$ cat config.mk
export PLATFORM = sky130hd
export DESIGN_NAME = rpn_stack_calculator
export DESIGN_NICKNAME = d
export VERILOG_FILES = /design/src/rtl/core/rpn_pkg.sv /design/src/rtl/core/rpn_ram.sv /design/src/rtl/core/rpn_div.sv /design/src/rtl/core/rpn_datapath.sv /design/src/rtl/core/rpn_ctrl.sv /design/src/rtl/core/rpn_stack_calculator.sv
export VERILOG_INCLUDE_DIRS = /design/src /design/src/rtl/core
export SDC_FILE = /design/constraint.sdc
export NUM_CORES = 2
export LEC_CHECK = 0
export BUFFER_PORTS_ARGS = -buffer_cell sky130_fd_sc_hd__buf_2
export CAP_MARGIN = 20
export CORE_MARGIN = 1
export CORE_UTILIZATION = 50
export CTS_CLUSTER_SIZE = 28
export DETAILED_ROUTE_END_ITERATION = 12
export PLACE_DENSITY = 0.64
export SKIP_CTS_REPAIR_TIMING = 1
export SLEW_MARGIN = 20
export SYNTH_ARGS = -nofsm -noshare
export SYNTH_HDL_FRONTEND = slang
export SYNTH_SLANG_ARGS = --single-unit
$ cat constraint.sdc
create_clock -name clk -period 18.6 [get_ports clk]
set_input_delay 0.93 -clock clk [delete_from_list [all_inputs] [get_ports clk]]
set_output_delay 0.93 -clock clk [all_outputs]
set_load 0.01 [all_outputs]
$ cat src/rtl/core/rpn_stack_calculator_macros.svh
// Assertion macros for the RPN stack calculator
`ifndef RPN_STACK_CALCULATOR_MACROS_SVH
`define RPN_STACK_CALCULATOR_MACROS_SVH

// same-cycle implication
`define RPN_ASSERT_NOW(label, clk, rst, ante, cons, msg) \
  label: assert property (@(posedge clk) disable iff (rst) (ante) |-> (cons)) else $error(msg);

// next-cycle implication
`define RPN_ASSERT_NEXT(label, clk, rst, ante, cons, msg) \
  label: assert property (@(posedge clk) disable iff (rst) (ante) |=> (cons)) else $error(msg);

`endif

$ cat src/rtl/core/rpn_pkg.sv
// Package with command codes, status codes, states and control structs
`timescale 1ns / 1ps

package rpn_pkg;

  localparam int unsigned WORD_W  = 32;
  localparam int unsigned OP_W    = 4;
  localparam int unsigned STS_W   = 2;
  localparam int unsigned DEPTH_W = 5;

  typedef enum logic [OP_W-1:0] {
    OP_PUSH        = 4'd0,
    OP_ADD         = 4'd1,
    OP_SUB         = 4'd2,
    OP_MUL         = 4'd3,
    OP_DIV         = 4'd4,
    OP_REM         = 4'd5,
    OP_DUP         = 4'd6,
    OP_POP_SHOW    = 4'd7,
    OP_SHOW_SECOND = 4'd8
  } op_t;

  typedef enum logic [STS_W-1:0] {
    ST_OK      = 2'd0,
    ST_UNDER   = 2'd1,
    ST_OVER    = 2'd2,
    ST_DIVZERO = 2'd3
  } status_t;

  typedef enum logic [2:0] {
    S_IDLE,
    S_CHECK,
    S_READ_SEC,
    S_CAPTURE,
    S_OPER,
    S_DIV_WAIT,
    S_FINISH
  } state_t;

  typedef struct packed {
    logic load_cmd;
    logic rd_top;
    logic rd_sec;
    logic cap_top;
    logic cap_sec;
    logic res_load;
    logic div_start;
    logic commit;
  } dp_cmd_t;

  typedef struct packed {
    logic skip_read;
    logic is_div;
    logic div_zero;
    logic div_done;
    logic out_free;
  } dp_sts_t;

endpackage

$ cat src/rtl/core/rpn_ram.sv
// Generic single-write, single-read RAM with registered read data
`timescale 1ns / 1ps

module rpn_ram #(
  parameter int unsigned WIDTH = 32,
  parameter int unsigned DEPTH = 16
) (
  input  logic                     clk,
  input  logic                     we,
  input  logic [$clog2(DEPTH)-1:0] waddr,
  input  logic [WIDTH-1:0]         wdata,
  input  logic                     re,
  input  logic [$clog2(DEPTH)-1:0] raddr,
  output logic [WIDTH-1:0]         rdata
);

  logic [WIDTH-1:0] mem [DEPTH];

  always_ff @(posedge clk) begin
    if (we) begin
      mem[waddr] <= wdata;
    end
    if (re) begin
      rdata <= mem[raddr];
    end
  end

endmodule

$ cat src/rtl/core/rpn_div.sv
// Iterative signed divider, one quotient bit per cycle, truncating toward zero
`timescale 1ns / 1ps

module rpn_div import rpn_pkg::*; (
  input  logic              clk,
  input  logic              rst,
  input  logic              start,
  input  logic [WORD_W-1:0] dividend,
  input  logic [WORD_W-1:0] divisor,
  input  logic              want_rem,
  output logic              done,
  output logic [WORD_W-1:0] result
);

  localparam int unsigned CNT_W = $clog2(WORD_W);

  logic              busy;
  logic [CNT_W-1:0]  cnt;
  logic [WORD_W-1:0] rem;
  logic [WORD_W-1:0] quo;
  logic [WORD_W-1:0] dsor;
  logic              neg_q;
  logic              neg_r;
  logic              rem_sel;
  logic [WORD_W:0]   partial;
  logic [WORD_W:0]   diff;

  assign partial = {rem, quo[WORD_W-1]};
  assign diff    = partial - {1'b0, dsor};

  always_ff @(posedge clk) begin
    if (rst) begin
      busy <= 1'b0;
      done <= 1'b0;
      cnt  <= '0;
    end else begin
      done <= 1'b0;
      if (start) begin
        busy <= 1'b1;
        cnt  <= '0;
      end else if (busy) begin
        cnt <= cnt + CNT_W'(1);
        if (cnt == CNT_W'(WORD_W - 1)) begin
          busy <= 1'b0;
          done <= 1'b1;
        end
      end
    end
  end

  always_ff @(posedge clk) begin
    if (start) begin
      rem     <= '0;
      quo     <= dividend[WORD_W-1] ? (WORD_W'(0) - dividend) : dividend;
      dsor    <= divisor[WORD_W-1] ? (WORD_W'(0) - divisor) : divisor;
      neg_q   <= dividend[WORD_W-1] ^ divisor[WORD_W-1];
      neg_r   <= dividend[WORD_W-1];
      rem_sel <= want_rem;
    end else if (busy) begin
      if (!diff[WORD_W]) begin
        rem <= diff[WORD_W-1:0];
        quo <= {quo[WORD_W-2:0], 1'b1};
      end else begin
        rem <= partial[WORD_W-1:0];
        quo <= {quo[WORD_W-2:0], 1'b0};
      end
    end
  end

  always_comb begin
    if (rem_sel) begin
      result = neg_r ? (WORD_W'(0) - rem) : rem;
    end else begin
      result = neg_q ? (WORD_W'(0) - quo) : quo;
    end
  end

endmodule

$ cat src/rtl/core/rpn_datapath.sv
// Datapath: command registers, stack RAM, ALU, divider and output register
`timescale 1ns / 1ps

module rpn_datapath import rpn_pkg::*; #(
  parameter int unsigned STACK_DEPTH = 16
) (
  input  logic               clk,
  input  logic               rst,
  input  dp_cmd_t            cmd,
  output dp_sts_t            sts,
  input  logic [OP_W-1:0]    in_op,
  input  logic [WORD_W-1:0]  in_val,
  output logic               out_valid,
  input  logic               out_ready,
  output logic [WORD_W-1:0]  out_shown_value,
  output logic               out_shown,
  output logic [STS_W-1:0]   out_status,
  output logic [DEPTH_W-1:0] out_stack_depth
);

  localparam int unsigned CW = $clog2(STACK_DEPTH + 1);
  localparam int unsigned AW = $clog2(STACK_DEPTH);

  op_t               op;
  logic [WORD_W-1:0] val;
  logic [CW-1:0]     count;
  logic [CW-1:0]     count_next;
  logic [WORD_W-1:0] top;
  logic [WORD_W-1:0] sec;
  logic [WORD_W-1:0] res;
  logic [CW-1:0]     count_m1;
  logic [CW-1:0]     count_m2;
  logic [CW-1:0]     count_p1;
  logic              need_one;
  logic              need_two;
  logic              grows;
  logic              known;
  logic              under;
  logic              over;
  status_t           final_status;
  logic [WORD_W-1:0] alu;
  logic [WORD_W-1:0] div_result;
  logic              div_done;
  logic              ram_we;
  logic [AW-1:0]     ram_waddr;
  logic [WORD_W-1:0] ram_wdata;
  logic [AW-1:0]     ram_raddr;
  logic [WORD_W-1:0] ram_rdata;
  logic [WORD_W-1:0] shown_next;
  logic              show_next;
  logic [31:0]       count_wide;

  assign count_m1 = count - CW'(1);
  assign count_m2 = count - CW'(2);
  assign count_p1 = count + CW'(1);

  always_comb begin
    need_one = 1'b0;
    need_two = 1'b0;
    grows    = 1'b0;
    known    = 1'b1;
    case (op)
      OP_PUSH:                              grows    = 1'b1;
      OP_ADD, OP_SUB, OP_MUL, OP_DIV, OP_REM: need_two = 1'b1;
      OP_DUP: begin
        need_one = 1'b1;
        grows    = 1'b1;
      end
      OP_POP_SHOW:                          need_one = 1'b1;
      OP_SHOW_SECOND:                       need_two = 1'b1;
      default:                              known    = 1'b0;
    endcase
  end

  assign under = (need_two && (count < CW'(2))) || (need_one && (count == '0));
  assign over  = grows && (count == CW'(STACK_DEPTH));

  always_comb begin
    if (under) begin
      final_status = ST_UNDER;
    end else if (over) begin
      final_status = ST_OVER;
    end else if (sts.is_div && (top == '0)) begin
      final_status = ST_DIVZERO;
    end else begin
      final_status = ST_OK;
    end
  end

  assign sts.skip_read = under || over || (op == OP_PUSH) || !known;
  assign sts.is_div    = (op == OP_DIV) || (op == OP_REM);
  assign sts.div_zero  = (top == '0);
  assign sts.div_done  = div_done;
  assign sts.out_free  = !out_valid || out_ready;

  always_comb begin
    case (op)
      OP_ADD:  alu = sec + top;
      OP_SUB:  alu = sec - top;
      OP_MUL:  alu = sec * top;
      default: alu = '0;
    endcase
  end

  rpn_div u_div (
    .clk      (clk),
    .rst      (rst),
    .start    (cmd.div_start),
    .dividend (sec),
    .divisor  (top),
    .want_rem (op == OP_REM),
    .done     (div_done),
    .result   (div_result)
  );

  assign ram_raddr = cmd.rd_sec ? count_m2[AW-1:0] : count_m1[AW-1:0];

  rpn_ram #(
    .WIDTH (WORD_W),
    .DEPTH (STACK_DEPTH)
  ) u_ram (
    .clk   (clk),
    .we    (ram_we),
    .waddr (ram_waddr),
    .wdata (ram_wdata),
    .re    (cmd.rd_top || cmd.rd_sec),
    .raddr (ram_raddr),
    .rdata (ram_rdata)
  );

  always_comb begin
    ram_we     = 1'b0;
    ram_waddr  = count[AW-1:0];
    ram_wdata  = val;
    count_next = count;
    shown_next = '0;
    show_next  = 1'b0;
    if (cmd.commit && (final_status == ST_OK)) begin
      case (op)
        OP_PUSH: begin
          ram_we     = 1'b1;
          count_next = count_p1;
        end
        OP_ADD, OP_SUB, OP_MUL, OP_DIV, OP_REM: begin
          ram_we     = 1'b1;
          ram_waddr  = count_m2[AW-1:0];
          ram_wdata  = res;
          count_next = count_m1;
        end
        OP_DUP: begin
          ram_we     = 1'b1;
          ram_wdata  = top;
          count_next = count_p1;
        end
        OP_POP_SHOW: begin
          count_next = count_m1;
          shown_next = top;
          show_next  = 1'b1;
        end
        OP_SHOW_SECOND: begin
          shown_next = sec;
          show_next  = 1'b1;
        end
        default: ;
      endcase
    end
  end

  assign count_wide = 32'(count_next);

  always_ff @(posedge clk) begin
    if (rst) begin
      count     <= '0;
      out_valid <= 1'b0;
    end else begin
      if (cmd.commit) begin
        count     <= count_next;
        out_valid <= 1'b1;
      end else if (out_ready) begin
        out_valid <= 1'b0;
      end
    end
  end

  always_ff @(posedge clk) begin
    if (cmd.load_cmd) begin
      op  <= op_t'(in_op);
      val <= in_val;
    end
    if (cmd.cap_top) begin
      top <= ram_rdata;
    end
    if (cmd.cap_sec) begin
      sec <= ram_rdata;
    end
    if (cmd.res_load) begin
      res <= sts.is_div ? div_result : alu;
    end
    if (cmd.commit) begin
      out_shown_value <= shown_next;
      out_shown       <= show_next;
      out_status      <= final_status;
      out_stack_depth <= count_wide[DEPTH_W-1:0];
    end
  end

endmodule

$ cat src/rtl/core/rpn_ctrl.sv
// Controller state machine sequencing reads, arithmetic and commit
`timescale 1ns / 1ps

module rpn_ctrl import rpn_pkg::*; (
  input  logic    clk,
  input  logic    rst,
  input  logic    req_valid,
  output logic    req_ready,
  input  dp_sts_t sts,
  output dp_cmd_t cmd
);

  state_t state;
  state_t state_next;

  always_ff @(posedge clk) begin
    if (rst) begin
      state <= S_IDLE;
    end else begin
      state <= state_next;
    end
  end

  always_comb begin
    state_next = state;
    cmd        = '0;
    req_ready  = 1'b0;
    case (state)
      S_IDLE: begin
        req_ready = 1'b1;
        if (req_valid) begin
          cmd.load_cmd = 1'b1;
          state_next   = S_CHECK;
        end
      end
      S_CHECK: begin
        if (sts.skip_read) begin
          state_next = S_FINISH;
        end else begin
          cmd.rd_top = 1'b1;
          state_next = S_READ_SEC;
        end
      end
      S_READ_SEC: begin
        cmd.cap_top = 1'b1;
        cmd.rd_sec  = 1'b1;
        state_next  = S_CAPTURE;
      end
      S_CAPTURE: begin
        cmd.cap_sec = 1'b1;
        state_next  = S_OPER;
      end
      S_OPER: begin
        if (!sts.is_div) begin
          cmd.res_load = 1'b1;
          state_next   = S_FINISH;
        end else if (sts.div_zero) begin
          state_next = S_FINISH;
        end else begin
          cmd.div_start = 1'b1;
          state_next    = S_DIV_WAIT;
        end
      end
      S_DIV_WAIT: begin
        if (sts.div_done) begin
          cmd.res_load = 1'b1;
          state_next   = S_FINISH;
        end
      end
      S_FINISH: begin
        if (sts.out_free) begin
          cmd.commit = 1'b1;
          state_next = S_IDLE;
        end
      end
      default: state_next = S_IDLE;
    endcase
  end

endmodule

$ cat src/rtl/core/rpn_stack_calculator.sv
// Push, unknown, underflow and overflow commands skip the stack reads; add, sub, mul, dup,
// show and divide by zero read the top and then the second entry through the single RAM
// read port, and div and rem also wait for the 32-step divider. One request at a time: no
// new request is taken until the last one commits, and a result that is not taken holds
// the controller until the output register frees up.
// Reset clears the entry count, the output valid flag and the controller, not the stack.
`timescale 1ns / 1ps
`include "rpn_stack_calculator_macros.svh"

module rpn_stack_calculator import rpn_pkg::*; #(
  parameter int unsigned STACK_DEPTH = 16
) (
  input  logic        clk,
  input  logic        rst,
  input  logic        s_axis_tvalid,
  output logic        s_axis_tready,
  input  logic [31:0] s_axis_tdata,   // [31:0] push_value
  input  logic [3:0]  s_axis_tuser,   // [3:0] operation
  output logic        m_axis_tvalid,
  input  logic        m_axis_tready,
  output logic [39:0] m_axis_tdata,   // [31:0] shown_value, [33:32] status,
                                      // [38:34] stack_depth, [39] zero
  output logic        m_axis_tuser    // [0] shown
);

  dp_cmd_t             cmd;
  dp_sts_t             sts;
  logic [WORD_W-1:0]   shown_value;
  logic                shown;
  logic [STS_W-1:0]    status;
  logic [DEPTH_W-1:0]  stack_depth;

  rpn_ctrl u_ctrl (
    .clk       (clk),
    .rst       (rst),
    .req_valid (s_axis_tvalid),
    .req_ready (s_axis_tready),
    .sts       (sts),
    .cmd       (cmd)
  );

  rpn_datapath #(
    .STACK_DEPTH (STACK_DEPTH)
  ) u_datapath (
    .clk             (clk),
    .rst             (rst),
    .cmd             (cmd),
    .sts             (sts),
    .in_op           (s_axis_tuser),
    .in_val          (s_axis_tdata),
    .out_valid       (m_axis_tvalid),
    .out_ready       (m_axis_tready),
    .out_shown_value (shown_value),
    .out_shown       (shown),
    .out_status      (status),
    .out_stack_depth (stack_depth)
  );

  assign m_axis_tdata = {1'b0, stack_depth, status, shown_value};
  assign m_axis_tuser = shown;

  `RPN_ASSERT_NEXT(a_one_request, clk, rst, s_axis_tvalid && s_axis_tready,
                   !s_axis_tready, "request accepted while another is in flight")
  `RPN_ASSERT_NOW(a_commit_free, clk, rst, cmd.commit, !m_axis_tvalid || m_axis_tready,
                  "result overwrote an untaken result")
  `RPN_ASSERT_NOW(a_shown_ok, clk, rst, m_axis_tvalid && m_axis_tuser,
                  m_axis_tdata[33:32] == ST_OK, "value shown on a rejected request")

endmodule
==> impl.org <==
** Synthesis
- Fraction of registers with async set/reset :: 0%
- After technology mapping, the gate count stands at ~4500.
- The average instance in the mapped netlist occupies 12.1 µm².
- Post-synthesis sequential element count :: 831
- The number of nets in the synthesized netlist is 5143.
- Count of different cell masters after synthesis :: a little under 80
- Summed over all instances, the cell type with the most area after synthesis is edfxtp_1.
- After synthesis the cells add up to between 50000 and 60000 µm².
- The synthesized design contains 783 enable-type register cells.
- The most used flip-flop cell after synthesis is edfxtp_1.
- By area the synthesized netlist is led by edfxtp_1 43%, fa_1 15%, mux4_2 5.3%.
- Of the post-synthesis cell area, the dominant cell type holds a little over two fifths.
- During synthesis, Yosys emitted a total of 0 warnings.
- Proportion of synthesized chip area in sequential cells :: 45.1%

** Critical path
- CP startpoint :: u_datapath.sec[17]$_DFFE_PP_
- Data arrival time of the worst path :: around 8.5 ns
- The setup path with the least slack is of type reg -> reg.
- In this run the worst path has a maximum fanout of 20.
- The worst setup path is captured at a flip-flop.
- Kind of start point of the critical path :: flip-flop
- Required time at the worst-slack endpoint :: between 15 and 20 ns
- Critical register-to-register path startpoint :: u_datapath.sec[17]$_DFFE_PP_

** Placed design
- Half-perimeter wire length of the detailed placement result :: roughly 96000 µm
- Number of port buffers :: 81
- RD Place Congestion :: about 0.95
- The placed instances occupy a cell area of between 50000 and 60000 µm².

** Timing
- Minimum period implied by the final worst setup slack :: between 8 and 9 ns
- Setup violations remaining at the end of the flow were counted as 0.
- Final period util :: approximately 43%
- Tightest Pin Transition :: 1.13 ns
- Hold slack :: between 0.4 and 0.5 ns
- On the final layout, the worst clock skew is about 0.064 ns.
- Derived from the worst setup path, the maximum achievable clock frequency is around 120 MHz.
- TNS Setup :: 0 ns
- Remaining max-slew budget at the tightest pin :: 24.4%
- Number of pins with negative max-slew slack in the final report :: 0
- Endpoints failing hold :: 0
- Setup repair after global routing missed its margin :: no

** Cells and area
- Fin area :: about 59000 µm²
- The final layout contains 5137 nets.
- The area growth from synthesis to layout is 9.21%.
- Cells with a size suffix above 1 make up 10.9% of the layout.
- Cells fill around 55% of the core in the end.

** Drt
- The first detailed-routing pass ran for 6 iterations.
- DR DRC count :: 0
- The final route contains 35400 vias.
- Vias per inst :: approximately 5.9
- For this block, the routed nets add up to between 100000 and 150000 µm of wire.
- Detailed-route wire length per cell :: 25.0 µm
- For this block, the initial DRC count from the detailed router was 3450.
- Count of antenna-violating nets left after detailed routing :: 0

** Floorplanning
- The die is about 330 µm tall.
- Core Box Area :: ~110000 µm²
- The die is around 330 µm wide.
- Once the floorplan was initialized, standard cells occupied 50.5% of the core.
- In this run the count of I/O pins placed on the die edge is between 80 and 90.
- After floorplanning, the core was divided into 120 placement rows.
- The floorplan step defined a die boundary enclosing 110000 µm².

** Clock network
- Clock transition at the registers of the reported paths :: around 0.07 ns
- Number of buffers added by the clock tree synthesis step :: 86
- For the worst-skew pair, the clock arrives at the later sink with an insertion delay of slightly above 0.7 ns.
- The clock passes through at most 3 buffers.
- In this run the clock root is driven by a clkbuf_16.
- TritonCTS built the clock tree.
- Number of sinks handled by clock tree synthesis :: between 800 and 900
- CTS built an H-tree with a depth of 3.

** GRT
- Entering global routing, the biggest net connects around 130 pins.
- The initial antenna violation count is 5.
- The via count of the first global-routing pass is approximately 35000.
- The first global-routing pass estimated around 220000 µm of wire.
- Global routing finished with a remaining overflow of 0.
- Aggregate global-route resource usage :: 27.2%

** Job
- Maximum Capacitance Violations :: 0

** Hold path
- The tightest min-delay check is of the in -> reg type.
- Hold_sp :: s_axis_tdata[22]

** Outcome
- Run status :: finished clean
## critical path, stage by stage, from the launching register on
cell      delay, ns
edfxtp_1       1.06
and2_1         0.27
fa_1           0.40
inv_1          0.08
fa_1           0.42
fa_1           0.49
fa_1           0.55
inv_1          0.05
fa_1           0.48
fa_1           0.57
fa_1           0.43
fa_1           0.48
ha_1           0.39
and4_1         0.26
nand2_1        0.07
or2_2          0.10
a211o_1        0.13
or4b_2         0.59
a21o_1         0.24
a21oi_1        0.18
nor2_1         0.08
xor2_1         0.16
a221o_1        0.34
## metrics by stage
stage / setup WS [ns] / std cells
floorplan: 10.86 / 4495
global placement: 10.64 / 5804
detailed placement: 10.56 / 5804
CTS: 10.52 / 5961
global route: 10.21 / 5961
finish: 10.54 / 5962
## final cells by class
type | count | area [µm²]
fillers | 8941 | 48100
multi-input cells | 2945 | 27300
flip-flops and latches | 831 | 24500
clock buffers | 108 | 2300
well taps | 1403 | 1760
inverters | 443 | 1660
repair buffers | 182 | 1190
clock inverters | 49 | 597
diodes | 1 | 2.50
## cell usage in the layout, fill, tap and decap left out, drive strengths merged, types with 48 or more instances in the layout
master,netlist,final
a211oi,54,54
a21oi,156,156
a22oi,66,66
and2,315,315
buf,41,182
clkbuf,235,108
dfxtp,48,48
edfxtp,783,783
fa,410,410
ha,198,198
inv,443,445
mux2i,72,72
mux4,128,128
nand2,466,466
nor2,143,143
nor2b,51,51
o21ai,160,160
xnor2,159,159
xor2,135,135
## per-layer routing
metal  GRT usage [%]  vias to the layer above  routed length, µm
met5               0                        -                 12
met4            8.93                        2               4800
met3            4.71                      271              12600
met2            43.9                     1449              70600
met1            37.6                    18100              61100
li1                -                    15600                  -
## sequential cells by signal, summed over array words and instances, names as in the netlist
register	flops
u_datapath.u_div.cnt	5
u_datapath.out_valid	1
u_datapath.u_div.dsor	32
u_datapath.u_div.rem_sel	1
u_datapath.top	32
u_datapath.count	5
u_datapath.out_shown	1
u_datapath.out_shown_value	32
u_datapath.val	32
u_datapath.u_ram.rdata	32
u_ctrl.state	3
u_datapath.u_div.done	1
u_datapath.op	4
u_datapath.sec	32
u_datapath.u_div.neg_r	1
u_datapath.out_status	2
u_datapath.u_ram.mem	512
u_datapath.u_div.neg_q	1
u_datapath.u_div.rem	32
u_datapath.out_stack_depth	5
u_datapath.u_div.busy	1
u_datapath.res	32
u_datapath.u_div.quo	32
## Yosys cell counts (all sizes together) (17+ instances only)
library cell / n
a211oi: 54
a21o: 36
a21oi: 156
a22oi: 66
and2: 315
buf: 41
clkbuf: 235
dfxtp: 48
edfxtp: 783
fa: 410
ha: 198
inv: 443
mux2i: 72
mux4: 128
nand2: 466
nand2b: 25
nand3: 27
nor2: 143
nor2b: 51
nor3: 35
o211ai: 29
o21ai: 160
o31ai: 47
o41ai: 17
or3: 36
or4: 18
xnor2: 159
xor2: 135
## cells by family (layout without fill, tap and decap cells)
family          Yosys count  in the layout  synth area share, %
buf+inv                 719            782                 5.05
simple gates           1181           1181                 10.8
other cells               1              2              0.00691
compound gates          659            659                 7.88
fa+ha+maj               608            608                 19.7
mux                     202            202                 6.68
xor+xnor                294            294                 4.75
flops                   831            831                 45.1
## path summary, 6_finish.rpt
check	to	slack, ns	cells past startpoint
worst max-delay path	u_datapath.res[27]$_DFFE_PP_	10.54	22
worst min register to register	u_datapath.sec[21]$_DFFE_PP_	0.44	0
worst min-delay path	u_datapath.val[22]$_DFFE_PP_	0.40	1
worst max register to register	u_datapath.res[27]$_DFFE_PP_	10.54	22
Power is left out: the tool's default activity adds up to more than one toggle a clock period on the data nets, which glitch-free logic cannot reach.
